===== config.mk =====
export PLATFORM = sky130hd
export DESIGN_NAME = dual_channel_running_stats_sequencer
export DESIGN_NICKNAME = d
export VERILOG_FILES = /design/src/sv/drs_pkg.sv /design/src/sv/drs_core.sv /design/src/sv/dual_channel_running_stats_sequencer.sv
export SDC_FILE = /design/constraint.sdc
export NUM_CORES = 2
export LEC_CHECK = 0
export BUFFER_PORTS_ARGS = -buffer_cell sky130_fd_sc_hd__buf_2
export CORE_AREA = 2 2 392 394
export CTS_BUF_LIST = sky130_fd_sc_hd__clkbuf_4 sky130_fd_sc_hd__clkbuf_8
export CTS_CLUSTER_DIAMETER = 50
export CTS_CLUSTER_SIZE = 30
export DETAILED_ROUTE_END_ITERATION = 10
export DIE_AREA = 0 0 394 396
export GPL_TIMING_DRIVEN = 1
export PLACE_DENSITY = 0.58
export SLEW_MARGIN = 25
export SYNTH_ARGS = -nofsm -noshare
export SYNTH_HDL_FRONTEND = slang
export SYNTH_HIERARCHICAL = 1
export SYNTH_SLANG_ARGS = --single-unit

===== constraint.sdc =====
create_clock -name i_clk -period 15 [get_ports i_clk]
set_clock_uncertainty 0.05 [all_clocks]
set_input_delay 0 -clock i_clk [delete_from_list [all_inputs] [get_ports i_clk]]
set_output_delay 0 -clock i_clk [all_outputs]
set_load 0.02 [all_outputs]

===== src/sv/drs_pkg.sv =====
`timescale 1ns / 1ps
// ----------------------------------------------------------------------------
// Running statistics sequencer package
// Shared widths, codes, state types and the request/result structs that pass
// between the top level and the iterative arithmetic core.
// ----------------------------------------------------------------------------
package drs_pkg;

    localparam int CNT_W  = 16;
    localparam int FRAC   = 16;
    localparam int FREQ_W = 32;
    localparam int MEAN_W = 48;
    localparam int SQ_W   = 64;
    localparam int STD_W  = 48;

    // Width of the shared add/subtract unit in the core.
    localparam int UW     = 50;

    // Input item kinds.
    localparam logic [1:0] MODE_SIGNAL = 2'd0;
    localparam logic [1:0] MODE_PUMP   = 2'd1;
    localparam logic [1:0] MODE_FLIP   = 2'd2;
    localparam logic [1:0] MODE_ABORT  = 2'd3;

    // Result event codes.
    localparam logic [1:0] EV_NONE     = 2'd0;
    localparam logic [1:0] EV_FLIP     = 2'd1;
    localparam logic [1:0] EV_DONE     = 2'd2;
    localparam logic [1:0] EV_ABORTED  = 2'd3;

    // Final channel codes.
    localparam logic [1:0] FINAL_SIGNAL = 2'd0;
    localparam logic [1:0] FINAL_PUMP   = 2'd1;

    // Register indexes.
    localparam logic REG_TARGET = 1'b0;
    localparam logic REG_FINAL  = 1'b1;

    typedef enum logic [1:0] {
        PH_READING,
        PH_WAITING,
        PH_DONE
    } t_phase;

    typedef enum logic [2:0] {
        CS_IDLE,
        CS_DIVM,
        CS_MEAN,
        CS_MUL,
        CS_ACC,
        CS_DIVV,
        CS_SQRT,
        CS_DONE
    } t_core_st;

    typedef enum logic [1:0] {
        TS_IDLE,
        TS_CALC,
        TS_EMIT
    } t_top_st;

    typedef struct packed {
        logic signed [MEAN_W-1:0] avg;
        logic        [SQ_W-1:0]   sq;
        logic        [CNT_W-1:0]  cnt;
        logic signed [FREQ_W-1:0] freq;
    } t_core_req;

    typedef struct packed {
        logic signed [MEAN_W-1:0] avg;
        logic        [SQ_W-1:0]   sq;
        logic        [STD_W-1:0]  stdev;
    } t_core_res;

endpackage


===== src/sv/drs_core.sv =====
`timescale 1ns / 1ps
// ----------------------------------------------------------------------------
// Running statistics arithmetic core
// Updates one channel's mean and squared deviation sum and recomputes its
// standard deviation, using one shared add/subtract unit for the divisions,
// the shift-add multiply and the square root.
// ----------------------------------------------------------------------------
module drs_core import drs_pkg::*; (
    input  logic      i_clk,
    input  logic      i_rst_n,
    input  logic      i_start,
    input  t_core_req i_req,
    output logic      o_done,
    output t_core_res o_res
);

    t_core_st r_st, n_st;
    logic [6:0]               r_cnt;
    logic signed [MEAN_W-1:0] r_x;
    logic signed [MEAN_W-1:0] r_avg;
    logic [SQ_W-1:0]          r_sq;
    logic [CNT_W-1:0]         r_n;
    logic                     r_neg;
    logic [MEAN_W-1:0]        r_dmag;
    logic [MEAN_W-1:0]        r_emag;
    logic                     r_skip;
    logic [63:0]              r_quo;
    logic [CNT_W-1:0]         r_rem;
    logic [CNT_W-1:0]         r_div;
    logic [95:0]              r_acc;
    logic [79:0]              r_sqn;
    logic [40:0]              r_sqrem;
    logic [39:0]              r_root;
    logic [STD_W-1:0]         r_std;

    // Shared add/subtract unit.
    logic [UW-1:0] w_a, w_b;
    logic          w_sub;
    logic [UW:0]   w_sum;
    logic          w_ge;
    logic [CNT_W:0] w_div_s;
    logic [42:0]   w_sq_s;
    logic [41:0]   w_trial;
    logic [63:0]   w_quo_nx;
    logic          w_last;

    assign w_div_s  = {r_rem, r_quo[63]};
    assign w_sq_s   = {r_sqrem, r_sqn[79:78]};
    assign w_trial  = {r_root, 2'b01};
    assign w_sum    = {1'b0, w_a} + {1'b0, (w_sub ? ~w_b : w_b)} + (UW+1)'(w_sub);
    assign w_ge     = w_sum[UW];
    assign w_quo_nx = {r_quo[62:0], w_ge};
    assign w_last   = (r_cnt == 7'd1);

    always_comb begin
        w_a   = '0;
        w_b   = '0;
        w_sub = 1'b0;
        case (r_st)
            CS_DIVM, CS_DIVV: begin
                w_a   = UW'(w_div_s);
                w_b   = UW'(r_div);
                w_sub = 1'b1;
            end
            CS_MUL: begin
                w_a = UW'(r_acc[95:48]);
                w_b = UW'(r_emag);
            end
            CS_SQRT: begin
                w_a   = UW'(w_sq_s);
                w_b   = UW'(w_trial);
                w_sub = 1'b1;
            end
            default: begin
                w_sub = 1'b0;
            end
        endcase
    end

    // Delta of the new reading against the current mean.
    logic signed [MEAN_W-1:0] w_x_in;
    logic [MEAN_W:0]          w_delta;
    logic [MEAN_W:0]          w_dneg;
    assign w_x_in  = {i_req.freq, {FRAC{1'b0}}};
    assign w_delta = {w_x_in[MEAN_W-1], w_x_in} - {i_req.avg[MEAN_W-1], i_req.avg};
    assign w_dneg  = -w_delta;

    // New mean with saturation, and the deviation from it.
    logic [49:0]       w_qs, w_m50, w_e50, w_eneg;
    logic [MEAN_W-1:0] w_m;
    logic              w_epos, w_eneg_s;
    assign w_qs  = r_neg ? -{2'b00, r_quo[MEAN_W-1:0]} : {2'b00, r_quo[MEAN_W-1:0]};
    assign w_m50 = {{2{r_avg[MEAN_W-1]}}, r_avg} + w_qs;

    always_comb begin
        if (w_m50[49:47] == 3'b000 || w_m50[49:47] == 3'b111) begin
            w_m = w_m50[MEAN_W-1:0];
        end else if (w_m50[49]) begin
            w_m = {1'b1, {(MEAN_W-1){1'b0}}};
        end else begin
            w_m = {1'b0, {(MEAN_W-1){1'b1}}};
        end
    end

    assign w_e50    = {{2{r_x[MEAN_W-1]}}, r_x} - {{2{w_m[MEAN_W-1]}}, w_m};
    assign w_eneg   = -w_e50;
    assign w_eneg_s = w_e50[49];
    assign w_epos   = !w_e50[49] && (w_e50 != '0);

    // Scaled product added into the saturating sum.
    logic [SQ_W-1:0] w_addv;
    logic [SQ_W:0]   w_sq65;
    logic [SQ_W-1:0] w_sq_new;
    assign w_addv   = r_skip ? '0 : ((|r_acc[95:80]) ? '1 : r_acc[79:16]);
    assign w_sq65   = {1'b0, r_sq} + {1'b0, w_addv};
    assign w_sq_new = w_sq65[SQ_W] ? '1 : w_sq65[SQ_W-1:0];

    // Sequencer next state.
    always_comb begin
        n_st   = r_st;
        o_done = 1'b0;
        unique case (r_st)
            CS_IDLE: if (i_start) n_st = CS_DIVM;
            CS_DIVM: if (w_last) n_st = CS_MEAN;
            CS_MEAN: n_st = CS_MUL;
            CS_MUL:  if (w_last) n_st = CS_ACC;
            CS_ACC:  n_st = (r_n < CNT_W'(2)) ? CS_DONE : CS_DIVV;
            CS_DIVV: if (w_last) n_st = CS_SQRT;
            CS_SQRT: if (w_last) n_st = CS_DONE;
            CS_DONE: begin
                o_done = 1'b1;
                n_st   = CS_IDLE;
            end
            default: n_st = CS_IDLE;
        endcase
    end

    always_ff @(posedge i_clk) begin
        if (!i_rst_n) begin
            r_st <= CS_IDLE;
        end else begin
            r_st <= n_st;
        end
    end

    // Datapath registers.
    always_ff @(posedge i_clk) begin
        case (r_st)
            CS_IDLE: begin
                if (i_start) begin
                    r_x    <= w_x_in;
                    r_avg  <= i_req.avg;
                    r_sq   <= i_req.sq;
                    r_n    <= i_req.cnt;
                    r_div  <= i_req.cnt;
                    r_neg  <= w_delta[MEAN_W];
                    r_dmag <= w_delta[MEAN_W] ? w_dneg[MEAN_W-1:0] : w_delta[MEAN_W-1:0];
                    r_quo  <= {(w_delta[MEAN_W] ? w_dneg[MEAN_W-1:0]
                                                : w_delta[MEAN_W-1:0]), {FRAC{1'b0}}};
                    r_rem  <= '0;
                    r_cnt  <= 7'(MEAN_W);
                end
            end
            CS_DIVM, CS_DIVV: begin
                r_rem <= w_ge ? w_sum[CNT_W-1:0] : w_div_s[CNT_W-1:0];
                r_quo <= w_quo_nx;
                r_cnt <= r_cnt - 7'd1;
                if (r_st == CS_DIVV && w_last) begin
                    r_sqn   <= {w_quo_nx, {FRAC{1'b0}}};
                    r_sqrem <= '0;
                    r_root  <= '0;
                    r_cnt   <= 7'd40;
                end
            end
            CS_MEAN: begin
                r_avg  <= w_m;
                r_emag <= w_eneg_s ? w_eneg[MEAN_W-1:0] : w_e50[MEAN_W-1:0];
                r_skip <= (r_neg && w_epos) || (!r_neg && (r_dmag != '0) && w_eneg_s);
                r_acc  <= '0;
                r_cnt  <= 7'(MEAN_W);
            end
            CS_MUL: begin
                r_acc  <= {(r_dmag[0] ? w_sum[48:0] : {1'b0, r_acc[95:48]}), r_acc[47:1]};
                r_dmag <= r_dmag >> 1;
                r_cnt  <= r_cnt - 7'd1;
            end
            CS_ACC: begin
                r_sq  <= w_sq_new;
                r_quo <= w_sq_new;
                r_rem <= '0;
                r_div <= r_n - CNT_W'(1);
                r_cnt <= 7'd64;
                if (r_n < CNT_W'(2)) begin
                    r_std <= '0;
                end
            end
            CS_SQRT: begin
                r_sqrem <= w_ge ? w_sum[40:0] : w_sq_s[40:0];
                r_root  <= {r_root[38:0], w_ge};
                r_sqn   <= {r_sqn[77:0], 2'b00};
                r_cnt   <= r_cnt - 7'd1;
                if (w_last) begin
                    r_std <= STD_W'({r_root[38:0], w_ge});
                end
            end
            default: begin
                r_cnt <= r_cnt;
            end
        endcase
    end

    assign o_res.avg   = r_avg;
    assign o_res.sq    = r_sq;
    assign o_res.stdev = r_std;

endmodule


===== src/sv/dual_channel_running_stats_sequencer.sv =====
`timescale 1ns / 1ps
// ----------------------------------------------------------------------------
// Dual channel running statistics sequencer
// Order: an ignored reading, flip or abort request passes from acceptance through
// the emit state into the result register. An accepted reading first runs the core
// (48 step mean divide, mean, 48 step multiply, accumulate, 64 step variance
// divide, 40 step square root, finish), then is handed over; the variance divide
// and square root are skipped while the channel has under two reads. One request
// at a time: input is ready once the result is registered, later if one is held.
// Reset is synchronous and active low; it restores the register defaults
// (target 10, final channel signal) and clears all statistics.
// ----------------------------------------------------------------------------
module dual_channel_running_stats_sequencer import drs_pkg::*; (
    input  logic         i_clk,
    input  logic         i_rst_n,
    // Input requests.
    input  logic         s_axis_tvalid,
    output logic         s_axis_tready,
    input  logic [31:0]  s_axis_tdata,  // [31:0] freq
    input  logic [1:0]   s_axis_tuser,  // [1:0] mode
    // Results.
    output logic         m_axis_tvalid,
    input  logic         m_axis_tready,
    // [15:0] signal_count, [31:16] pump_count, [79:32] signal_mean,
    // [127:80] signal_stdev, [128] signal_stdev_valid, [176:129] pump_mean,
    // [224:177] pump_stdev, [225] pump_stdev_valid, [231:226] zero
    output logic [231:0] m_axis_tdata,
    output logic [1:0]   m_axis_tuser,  // [1:0] event_res
    // Configuration.
    input  logic         psel,
    input  logic         penable,
    input  logic         pwrite,
    input  logic [2:0]   paddr,
    input  logic [31:0]  pwdata,
    output logic [31:0]  prdata,
    output logic         pready
);

    t_top_st r_st, n_st;
    logic [CNT_W-1:0]         r_target;
    logic [1:0]               r_final;
    t_phase                   r_phase;
    logic                     r_abort;
    logic [CNT_W-1:0]         r_sc, r_pc;
    logic signed [MEAN_W-1:0] r_savg, r_pavg;
    logic [SQ_W-1:0]          r_ssq, r_psq;
    logic [STD_W-1:0]         r_sstd, r_pstd;
    logic                     r_ch;
    logic [1:0]               r_ev;
    logic                     r_out_valid;
    logic [231:0]             r_out_data;
    logic [1:0]               r_out_user;

    logic      w_acc, w_take, w_start, w_core_done, w_set_wait, w_cfg_wr;
    logic [1:0] w_ev;
    t_core_req w_req;
    t_core_res w_res;

    // Configuration port.
    assign pready   = 1'b1;
    assign w_cfg_wr = psel && penable && pwrite && pready;
    assign prdata   = (paddr[2] == REG_TARGET) ? 32'(r_target) : 32'(r_final);

    assign s_axis_tready = (r_st == TS_IDLE);
    assign w_acc         = s_axis_tvalid && s_axis_tready;

    // Request decode and event selection.
    logic [CNT_W-1:0] w_own, w_other, w_newc;
    logic             w_is_pump;
    always_comb begin
        w_is_pump  = (s_axis_tuser == MODE_PUMP);
        w_own      = w_is_pump ? r_pc : r_sc;
        w_other    = w_is_pump ? r_sc : r_pc;
        w_newc     = w_own + CNT_W'(1);
        w_take     = 1'b0;
        w_set_wait = 1'b0;
        w_ev       = EV_NONE;
        unique case (s_axis_tuser)
            MODE_SIGNAL, MODE_PUMP: begin
                if ((w_own < r_target) && (r_phase != PH_DONE)) begin
                    w_take = 1'b1;
                    if (w_newc < r_target) begin
                        w_ev = EV_NONE;
                    end else if (w_other < r_target) begin
                        w_ev = EV_FLIP;
                    end else if (r_final == (w_is_pump ? FINAL_PUMP : FINAL_SIGNAL)) begin
                        w_ev = EV_DONE;
                    end else begin
                        w_ev       = EV_FLIP;
                        w_set_wait = 1'b1;
                    end
                end
            end
            MODE_FLIP: begin
                if (r_phase == PH_WAITING) w_ev = r_abort ? EV_ABORTED : EV_DONE;
            end
            MODE_ABORT: w_ev = EV_ABORTED;
            default: w_ev = EV_NONE;
        endcase
    end

    assign w_start   = w_acc && w_take;
    assign w_req.avg  = w_is_pump ? r_pavg : r_savg;
    assign w_req.sq   = w_is_pump ? r_psq : r_ssq;
    assign w_req.cnt  = w_newc;
    assign w_req.freq = s_axis_tdata;

    drs_core u_core (
        .i_clk   (i_clk),
        .i_rst_n (i_rst_n),
        .i_start (w_start),
        .i_req   (w_req),
        .o_done  (w_core_done),
        .o_res   (w_res)
    );

    // Top level sequencer next state.
    logic w_emit;
    always_comb begin
        n_st   = r_st;
        w_emit = 1'b0;
        unique case (r_st)
            TS_IDLE: if (w_acc) n_st = w_take ? TS_CALC : TS_EMIT;
            TS_CALC: if (w_core_done) n_st = TS_EMIT;
            TS_EMIT: begin
                if (!r_out_valid || m_axis_tready) begin
                    w_emit = 1'b1;
                    n_st   = TS_IDLE;
                end
            end
            default: n_st = TS_IDLE;
        endcase
    end

    // Control state.
    always_ff @(posedge i_clk) begin
        if (!i_rst_n) begin
            r_st        <= TS_IDLE;
            r_target    <= CNT_W'(10);
            r_final     <= FINAL_SIGNAL;
            r_phase     <= PH_READING;
            r_abort     <= 1'b0;
            r_sc        <= '0;
            r_pc        <= '0;
            r_savg      <= '0;
            r_pavg      <= '0;
            r_ssq       <= '0;
            r_psq       <= '0;
            r_sstd      <= '0;
            r_pstd      <= '0;
            r_out_valid <= 1'b0;
        end else begin
            r_st <= n_st;
            if (w_cfg_wr) begin
                if (paddr[2] == REG_TARGET) r_target <= pwdata[CNT_W-1:0];
                else r_final <= pwdata[1:0];
            end
            if (w_acc) begin
                if (w_set_wait) r_phase <= PH_WAITING;
                if (s_axis_tuser == MODE_ABORT) begin
                    r_abort <= 1'b1;
                    r_phase <= PH_DONE;
                end
                if (w_take && !w_is_pump) r_sc <= w_newc;
                if (w_take && w_is_pump) r_pc <= w_newc;
            end
            // Write back the channel the core has just updated.
            if (r_st == TS_CALC && w_core_done) begin
                if (r_ch) begin
                    r_pavg <= w_res.avg;
                    r_psq  <= w_res.sq;
                    r_pstd <= w_res.stdev;
                end else begin
                    r_savg <= w_res.avg;
                    r_ssq  <= w_res.sq;
                    r_sstd <= w_res.stdev;
                end
            end
            if (w_emit) r_out_valid <= 1'b1;
            else if (m_axis_tready) r_out_valid <= 1'b0;
        end
    end

    // Payload registers.
    always_ff @(posedge i_clk) begin
        if (w_acc) begin
            r_ch <= w_is_pump;
            r_ev <= w_ev;
        end
        if (w_emit) begin
            r_out_user <= r_ev;
            r_out_data <= {6'b0, (r_pc >= CNT_W'(2)), r_pstd, r_pavg,
                           (r_sc >= CNT_W'(2)), r_sstd, r_savg, r_pc, r_sc};
        end
    end

    assign m_axis_tvalid = r_out_valid;
    assign m_axis_tdata  = r_out_data;
    assign m_axis_tuser  = r_out_user;

    // The block takes no request while the core is busy.
    a_busy_not_ready: assert property (@(posedge i_clk) disable iff (!i_rst_n)
        (r_st == TS_CALC) |-> !s_axis_tready)
        else $error("input ready while core busy");

    // The core finishes only while a reading is in progress.
    a_done_in_calc: assert property (@(posedge i_clk) disable iff (!i_rst_n)
        w_core_done |-> (r_st == TS_CALC))
        else $error("core done outside calculation");

    // The signal channel with fewer than two reads has no deviation.
    a_sig_std_zero: assert property (@(posedge i_clk) disable iff (!i_rst_n)
        (r_sc < CNT_W'(2)) && (r_st == TS_IDLE) |-> (r_sstd == '0))
        else $error("signal stdev set below two reads");

endmodule


== After elaboration in Yosys (flattened, before gate mapping) ==
Index checks and enable logic that the tools add are counted.

* Output and inout port bits: 269
* Bits of input ports: 76
* Bits in registers: 1276
* Logic and storage cells: 222

* Reduce and logical (&&, ||, !) cells: 59
* Bitwise gates (word level): 3
* Order comparisons: 6
* $add $sub $neg: 12
* Equal/unequal tests: 27
* Mux-type cells: 79

{| class="wikitable"
|+ Operators by type and width
! operator !! count
|-
| 48-bit 2-to-1 mux || 9
|-
| 64-bit 2-to-1 mux || 6
|-
| 48-bit one-hot mux with 2 select lines || 3
|-
| 48-bit one-hot mux with 3 select lines || 2
|-
| 64-bit one-hot mux with 3 select lines || 1
|-
| 96-bit one-hot mux with 2 select lines || 1
|-
| 80-bit one-hot mux with 2 select lines || 1
|-
| 64-bit one-hot mux with 2 select lines || 1
|-
| 50-bit 2-to-1 mux || 2
|-
| 48-bit by 48-bit subtractor with 49-bit output || 2
|-
| 16-bit 2-to-1 mux || 6
|-
| 48-bit negation || 2
|-
| 41-bit 2-to-1 mux || 2
|-
| 41-bit one-hot mux with 2 select lines || 1
|-
| 80-bit 2-to-1 mux || 1
|-
| 40-bit one-hot mux with 2 select lines || 1
|-
| 64-bit by 64-bit adder with 65-bit output || 1
|-
| 48-bit by 50-bit adder with 51-bit output || 1
|-
| 51-bit by 1-bit adder with 51-bit output || 1
|-
| 50-bit adder || 1
|-
| 48-bit negation with 50-bit output || 1
|-
| 48-bit inverter with 50-bit output || 1
|-
| 50-bit nonzero test || 1
|-
| 49-bit 2-to-1 mux || 1
|-
| other kinds (41) || 137
|}

== Longest topological paths before layout ==
* Depth after elaboration: 11
* Gate-level depth with buffers: 43
* Mapped depth without buffers: 38

== Modules after synthesis ==
Netlist, hierarchy kept.

{| class="wikitable"
|+ By module, submodules not included
! module !! sequential area each (um^2) !! cells an instance !! times used !! area an instance (um^2)
|-
| drs_core || 18858.1 || 4937 || 1 || 44441.4
|-
| dual_channel_running_stats_sequencer || 14463.9 || 2566 || 1 || 23411.2
|}

== Worst setup path before layout ==
No wires, ideal clock.

* Path kind: register to register
* Start: register u_core.r_cnt[2]
* End: register u_core.r_root[0] (enable)
* Period minus slack after synthesis: 13.087 ns
* Setup time: 0.870 ns
* Cell stages (with the launch flop): 5
* Data required time: 14.080 ns
* Path buffers: 0
* Arrival time: 12.167 ns
* Setup slack: 1.913 ns
* Cells stage by stage: edfxtp_1 or3_1 nor4b_1 nand2_1 a21boi_0

* Cells in the longest elaborated chain, start to end: 4

{| class="wikitable"
|+ RTL lines
! element !! RTL line !! source
|-
| from (decl) || drs_core.sv:18 || <nowiki>logic [6:0] r_cnt;</nowiki>
|-
| from (signal assigned) || drs_core.sv:161 || <nowiki>r_cnt <= 7'(MEAN_W);</nowiki>
|-
| from (signal assigned) || drs_core.sv:167 || <nowiki>r_cnt <= r_cnt - 7'd1;</nowiki>
|-
| from (signal assigned) || drs_core.sv:180 || <nowiki>r_cnt <= 7'(MEAN_W);</nowiki>
|-
| 7-bit by 1-bit == test with 1-bit output || drs_core.sv:53 || <nowiki>assign w_last = (r_cnt == 7'd1);</nowiki>
|-
| 1-bit logical AND || drs_core.sv:168 || <nowiki>if (r_st == CS_DIVV && w_last) begin</nowiki>
|-
| 2-bit by 1-bit inequality test with 1-bit output (no source line) || n/a ||
|-
| 2-bit AND reduction (no source line) || n/a ||
|-
| to (signal assigned) || drs_core.sv:199 || <nowiki>r_root <= {r_root[38:0], w_ge};</nowiki>
|-
| to (decl) || drs_core.sv:33 || <nowiki>logic [39:0] r_root;</nowiki>
|}

No other way between the ends.
A chain may end at the register's enable or synchronous reset.

== Worst setup path after layout ==
* Start: register u_core.r_quo[12]
* End: register u_core.r_emag[47] (data pin)

* Cells in the longest elaborated chain, start to end: 9
* Elaborated cells on any way between the ends: 11
* Those cells by class: add/sub: 4; eq/ne: 1; mux: 4; reduce/logical: 2

{| class="wikitable"
|+ RTL lines
! element !! RTL line !! source
|-
| from (decl) || drs_core.sv:27 || <nowiki>logic [63:0] r_quo;</nowiki>
|-
| from (signal assigned) || drs_core.sv:158 || <nowiki>r_quo <= {(w_delta[MEAN_W] ? w_dneg[MEAN_W-1:0]</nowiki>
|-
| from (signal assigned) || drs_core.sv:166 || <nowiki>r_quo <= w_quo_nx;</nowiki>
|-
| from (signal assigned) || drs_core.sv:189 || <nowiki>r_quo <= w_sq_new;</nowiki>
|-
| 48-bit negation with 50-bit output || drs_core.sv:92 || <nowiki>assign w_qs = r_neg ? -{2'b00, r_quo[MEAN_W-1:0]} : {2'b00, r_quo[MEAN_W-1:0]};</nowiki>
|-
| 50-bit 2-to-1 mux * || drs_core.sv:92 ||
|-
| 50-bit adder * || drs_core.sv:93 || <nowiki>assign w_m50 = {{2{r_avg[MEAN_W-1]}}, r_avg} + w_qs;</nowiki>
|-
| 3-bit == test or 3-bit logical NOT (tied branches) || drs_core.sv:96 || <nowiki>if (w_m50[49:47] == 3'b000 || w_m50[49:47] == 3'b111) begin</nowiki>
|-
| 1-bit logical OR || drs_core.sv:96 ||
|-
| 48-bit 2-to-1 mux * || drs_core.sv:96 ||
|-
| 48-bit by 48-bit subtractor with 49-bit output * || drs_core.sv:105 || <nowiki>assign w_e50 = {{2{r_x[MEAN_W-1]}}, r_x} - {{2{w_m[MEAN_W-1]}}, w_m};</nowiki>
|-
| 48-bit negation || drs_core.sv:106 || <nowiki>assign w_eneg = -w_e50;</nowiki>
|-
| 48-bit 2-to-1 mux * || drs_core.sv:177 || <nowiki>r_emag <= w_eneg_s ? w_eneg[MEAN_W-1:0] : w_e50[MEAN_W-1:0];</nowiki>
|-
| to (signal assigned) || drs_core.sv:177 ||
|-
| to (decl) || drs_core.sv:25 || <nowiki>logic [MEAN_W-1:0] r_emag;</nowiki>
|}

Every way passes the cells marked *; elsewhere a longest branch is shown, timed or not.

==> impl_results.md <==
* Clock buffer count from CTS at roughly 150
* Adder-cell share of the synthesized area at 5.27%
* Synth area leader: edfxtp_1
* Hold Violations, Final at 0
* First-pass GRT wire length at approximately 340 mm
* XOR/XNOR share of the synthesized area at under 10%
* FFs w/ async S/R, synth at 0%
* Non-Filler Instances at between 9000 and 10000
* Post-DRT Antenna Nets at 0
* Grt ovf at 0
* Post-synth top cells: nand2_1, edfxtp_1, a21oi_1, nor2_1, o21ai_0
* Post-synthesis mux area share at under 10%
* Maximum level of the CTS H-tree at 4
* Post-Syn Area per Cell at 9.04 um2
* DRC viols at 0
* Crit end category: register
* Max cap viols at 0
* DR vias/cell at 5.70
* Syn-to-layout area delta at 11.9%
* Dpl cells at 9506
* Post-synth EDFFs at between 800 and 900
* Period minus WS final at 13420 ps
* Synth top area share at between 30% and 40%
* HPWL Detailed at about 160 mm
* Count leader, synth: nand2_1
* Achievable frequency at around 0.074 GHz
* Status: finished clean
* Final Total Pwr at roughly 0.0094 W
* Layout cells sized above 1 at under 10%
* Most common flop cell mapped by yosys: edfxtp_1
* Lkg Pwr at around 29 nW
* CP max stage cell: or4_2
* Cell variety after synth at approximately 120
* Starting Density at 44.8%
* Final Cycle Share at about nine tenths
* Seq cells post-synth at ~1200
* Complex-gate fraction of the synthesized area at between 10% and 20%
* Core box area at ~150000 um2
* Critical path class: reg -> reg
* Hold_ws at about 86 ps
* Largest net degree at the start of global routing at 131
* Ys Warns at 6
* Port buffer count at 303
* Cells after Synth at about 7500
* Max-slew violations at 0
* Final layout net count at between 8000 and 9000
* RSZ-0062 raised after global routing: false
* Final WL at 223 mm
* Fillers at ~14000
* Hold-critical path depth at 3
* DIE HEIGHT at 396 um
* GRT Overall Usage at 28.0%
* Pwr/cell area at between 100 and 150 nW/um2
* Worst-path fanout max at 13
* Worst stage delay on the critical path at between 700 and 800 ps
* VDD IR max at 0.0720 mV
* Clock Path Buffers at 3
* Die area at 156000 um2
* Die width at 394 um
* Main combinational cell family by area after synthesis: simple AND/OR/NAND/NOR gates
* Synth Cell Area at 67900 um2
* Post-Synth Simple-Gate Area at about 20%
* Worst EP arrival at approximately 14000 ps
* Slew at the pin closest to its max-slew limit at 1080 ps
* Area contributors post-synth: edfxtp_1, dfxtp_1, nand2_1
* HP Class: in -> reg
* Register area share after synthesis at approximately half
* DR pass1 iterations at 6
* Initial DRC count at roughly 5000
* TritonCTS clock tree: yes
* Initial antenna violation count at 7
* Io pins at approximately 350
* DR WL/cell at approximately 22 um
* Setup_tns at 0 ps
* CTS sink count at between 1000 and 1500
* Vias in the first global route at around 54000
* Final core utilization at between 50 and 60%
* Worst-path clk slew at ~80 ps
* Clock root buffer: clkbuf_8
* Reg2Reg Depth at 36
* Worst endpoint required time at roughly 16000 ps
* Clk_lat worst skew at 920 ps
* Final setup fails at 0
* CP Launch Type: register
* Via Count at roughly 57000
* Cell row count at around 140
* Relative slew slack at about 28%
* Final Wtd Congestion at roughly 0.95
[cell families after synthesis]
logic type                 count (synthesis)
xor gates and xnor gates                 366
and+or+nand+nor                         3139
adders and majority gates                284
AOI/OAI and AO/OA                       1799
other                                      3
buffers and inverters                    594
muxes                                     82
DFF                                     1236
[worst max-delay path: cells and delay by family (launching register included)]
| family | cells | cell delay, ps |
|---|---|---|
| simple gates | 13 | 6150 |
| buf+inv | 1 | 310 |
| xor+xnor | 2 | 250 |
| fa+ha+maj | 2 | 740 |
| compound gates | 18 | 5130 |
| flops | 1 | 470 |
[report_power, final]
| group | switching (W) | leakage, nW | internal (W) |
|---|---|---|---|
| logic | 0.00173 | 16.4 | 0.000920 |
| clock network | 0.00156 | 1.74 | 0.00122 |
| registers | 0.0000938 | 10.9 | 0.00385 |
[per-layer routing]
layer / up-vias / GRT usage, % / routed length, um
met3: 370 / 4.67 / 15600
met5: - / 0 / 27
met4: 4 / 10.8 / 8890
met1: 27365 / 38.4 / 97500
li1: 26915 / - / -
met2: 1988 / 44.3 / 101000
[per-stage QoR]
stage	instance area, um2	setup slack, ps
3_3_place_gp	70900	2060
2_1_floorplan	68000	1910
6_report	76000	1580
3_5_place_dp	70900	2030
4_1_cts	75900	1920
5_1_grt	75900	959
[registers in the layout, summed over array words and instances (netlist names), 32 cells and up]
| register | flops |
|---|---|
| m_axis_tdata | 226 |
| r_pavg | 48 |
| r_psq | 64 |
| r_pstd | 48 |
| r_savg | 48 |
| r_ssq | 64 |
| r_sstd | 48 |
| u_core/r_acc | 80 |
| u_core/r_avg | 48 |
| u_core/r_dmag | 48 |
| u_core/r_emag | 48 |
| u_core/r_quo | 64 |
| u_core/r_root | 40 |
| u_core/r_sq | 64 |
| u_core/r_sqn | 64 |
| u_core/r_sqrem | 41 |
| u_core/r_std | 40 |
| u_core/r_x | 32 |
[layout make-up]
class / instances / area, um2 / share of cell area, %
multi-input cells: 5701 / 32400 / 42.6
inverters: 160 / 613 / 0.807
well taps: 2030 / 2540 / 3.34
repair buffers: 524 / 3540 / 4.66
diodes: 7 / 17.5 / 0.0231
clock buffers: 161 / 2180 / 2.88
flip-flops and latches: 1236 / 33300 / 43.9
clock inverters: 114 / 1360 / 1.79
[layout by cell type (no fill, tap or decap), types with 93 or more instances in the layout]
cell type / instances
nand3_1: 97
xor2_1: 93
and2_1: 98
o21ai_0: 415
dfxtp_1: 377
clkbuf_8: 156
edfxtp_1: 857
ha_1: 279
dlygate4sd3_1: 144
nand2_1: 1899
xnor2_1: 272
a21o_1: 135
a21oi_1: 746
buf_2: 303
nor2_1: 538
inv_1: 154
[what timing repair did]
item                      CTS  global route
hold buffers              144             0
hold endpoints to repair  136             0
buffers inserted            0             0
gates resized for setup     0             0
[worst paths after layout]
check                        startpoint                     endpoint  slack, ps
max          u_core/r_quo[12]$_DFFE_PP_  u_core/r_emag[47]$_DFFE_PP_       1580
max reg2reg  u_core/r_quo[12]$_DFFE_PP_  u_core/r_emag[47]$_DFFE_PP_       1580
min reg2reg     r_pstd[41]$_SDFFE_PN0P_  m_axis_tdata[218]$_DFFE_PP_        380
min                             i_rst_n         r_st[0]$_SDFFE_PN0P_         90
Power figures use the tool's default switching activity.
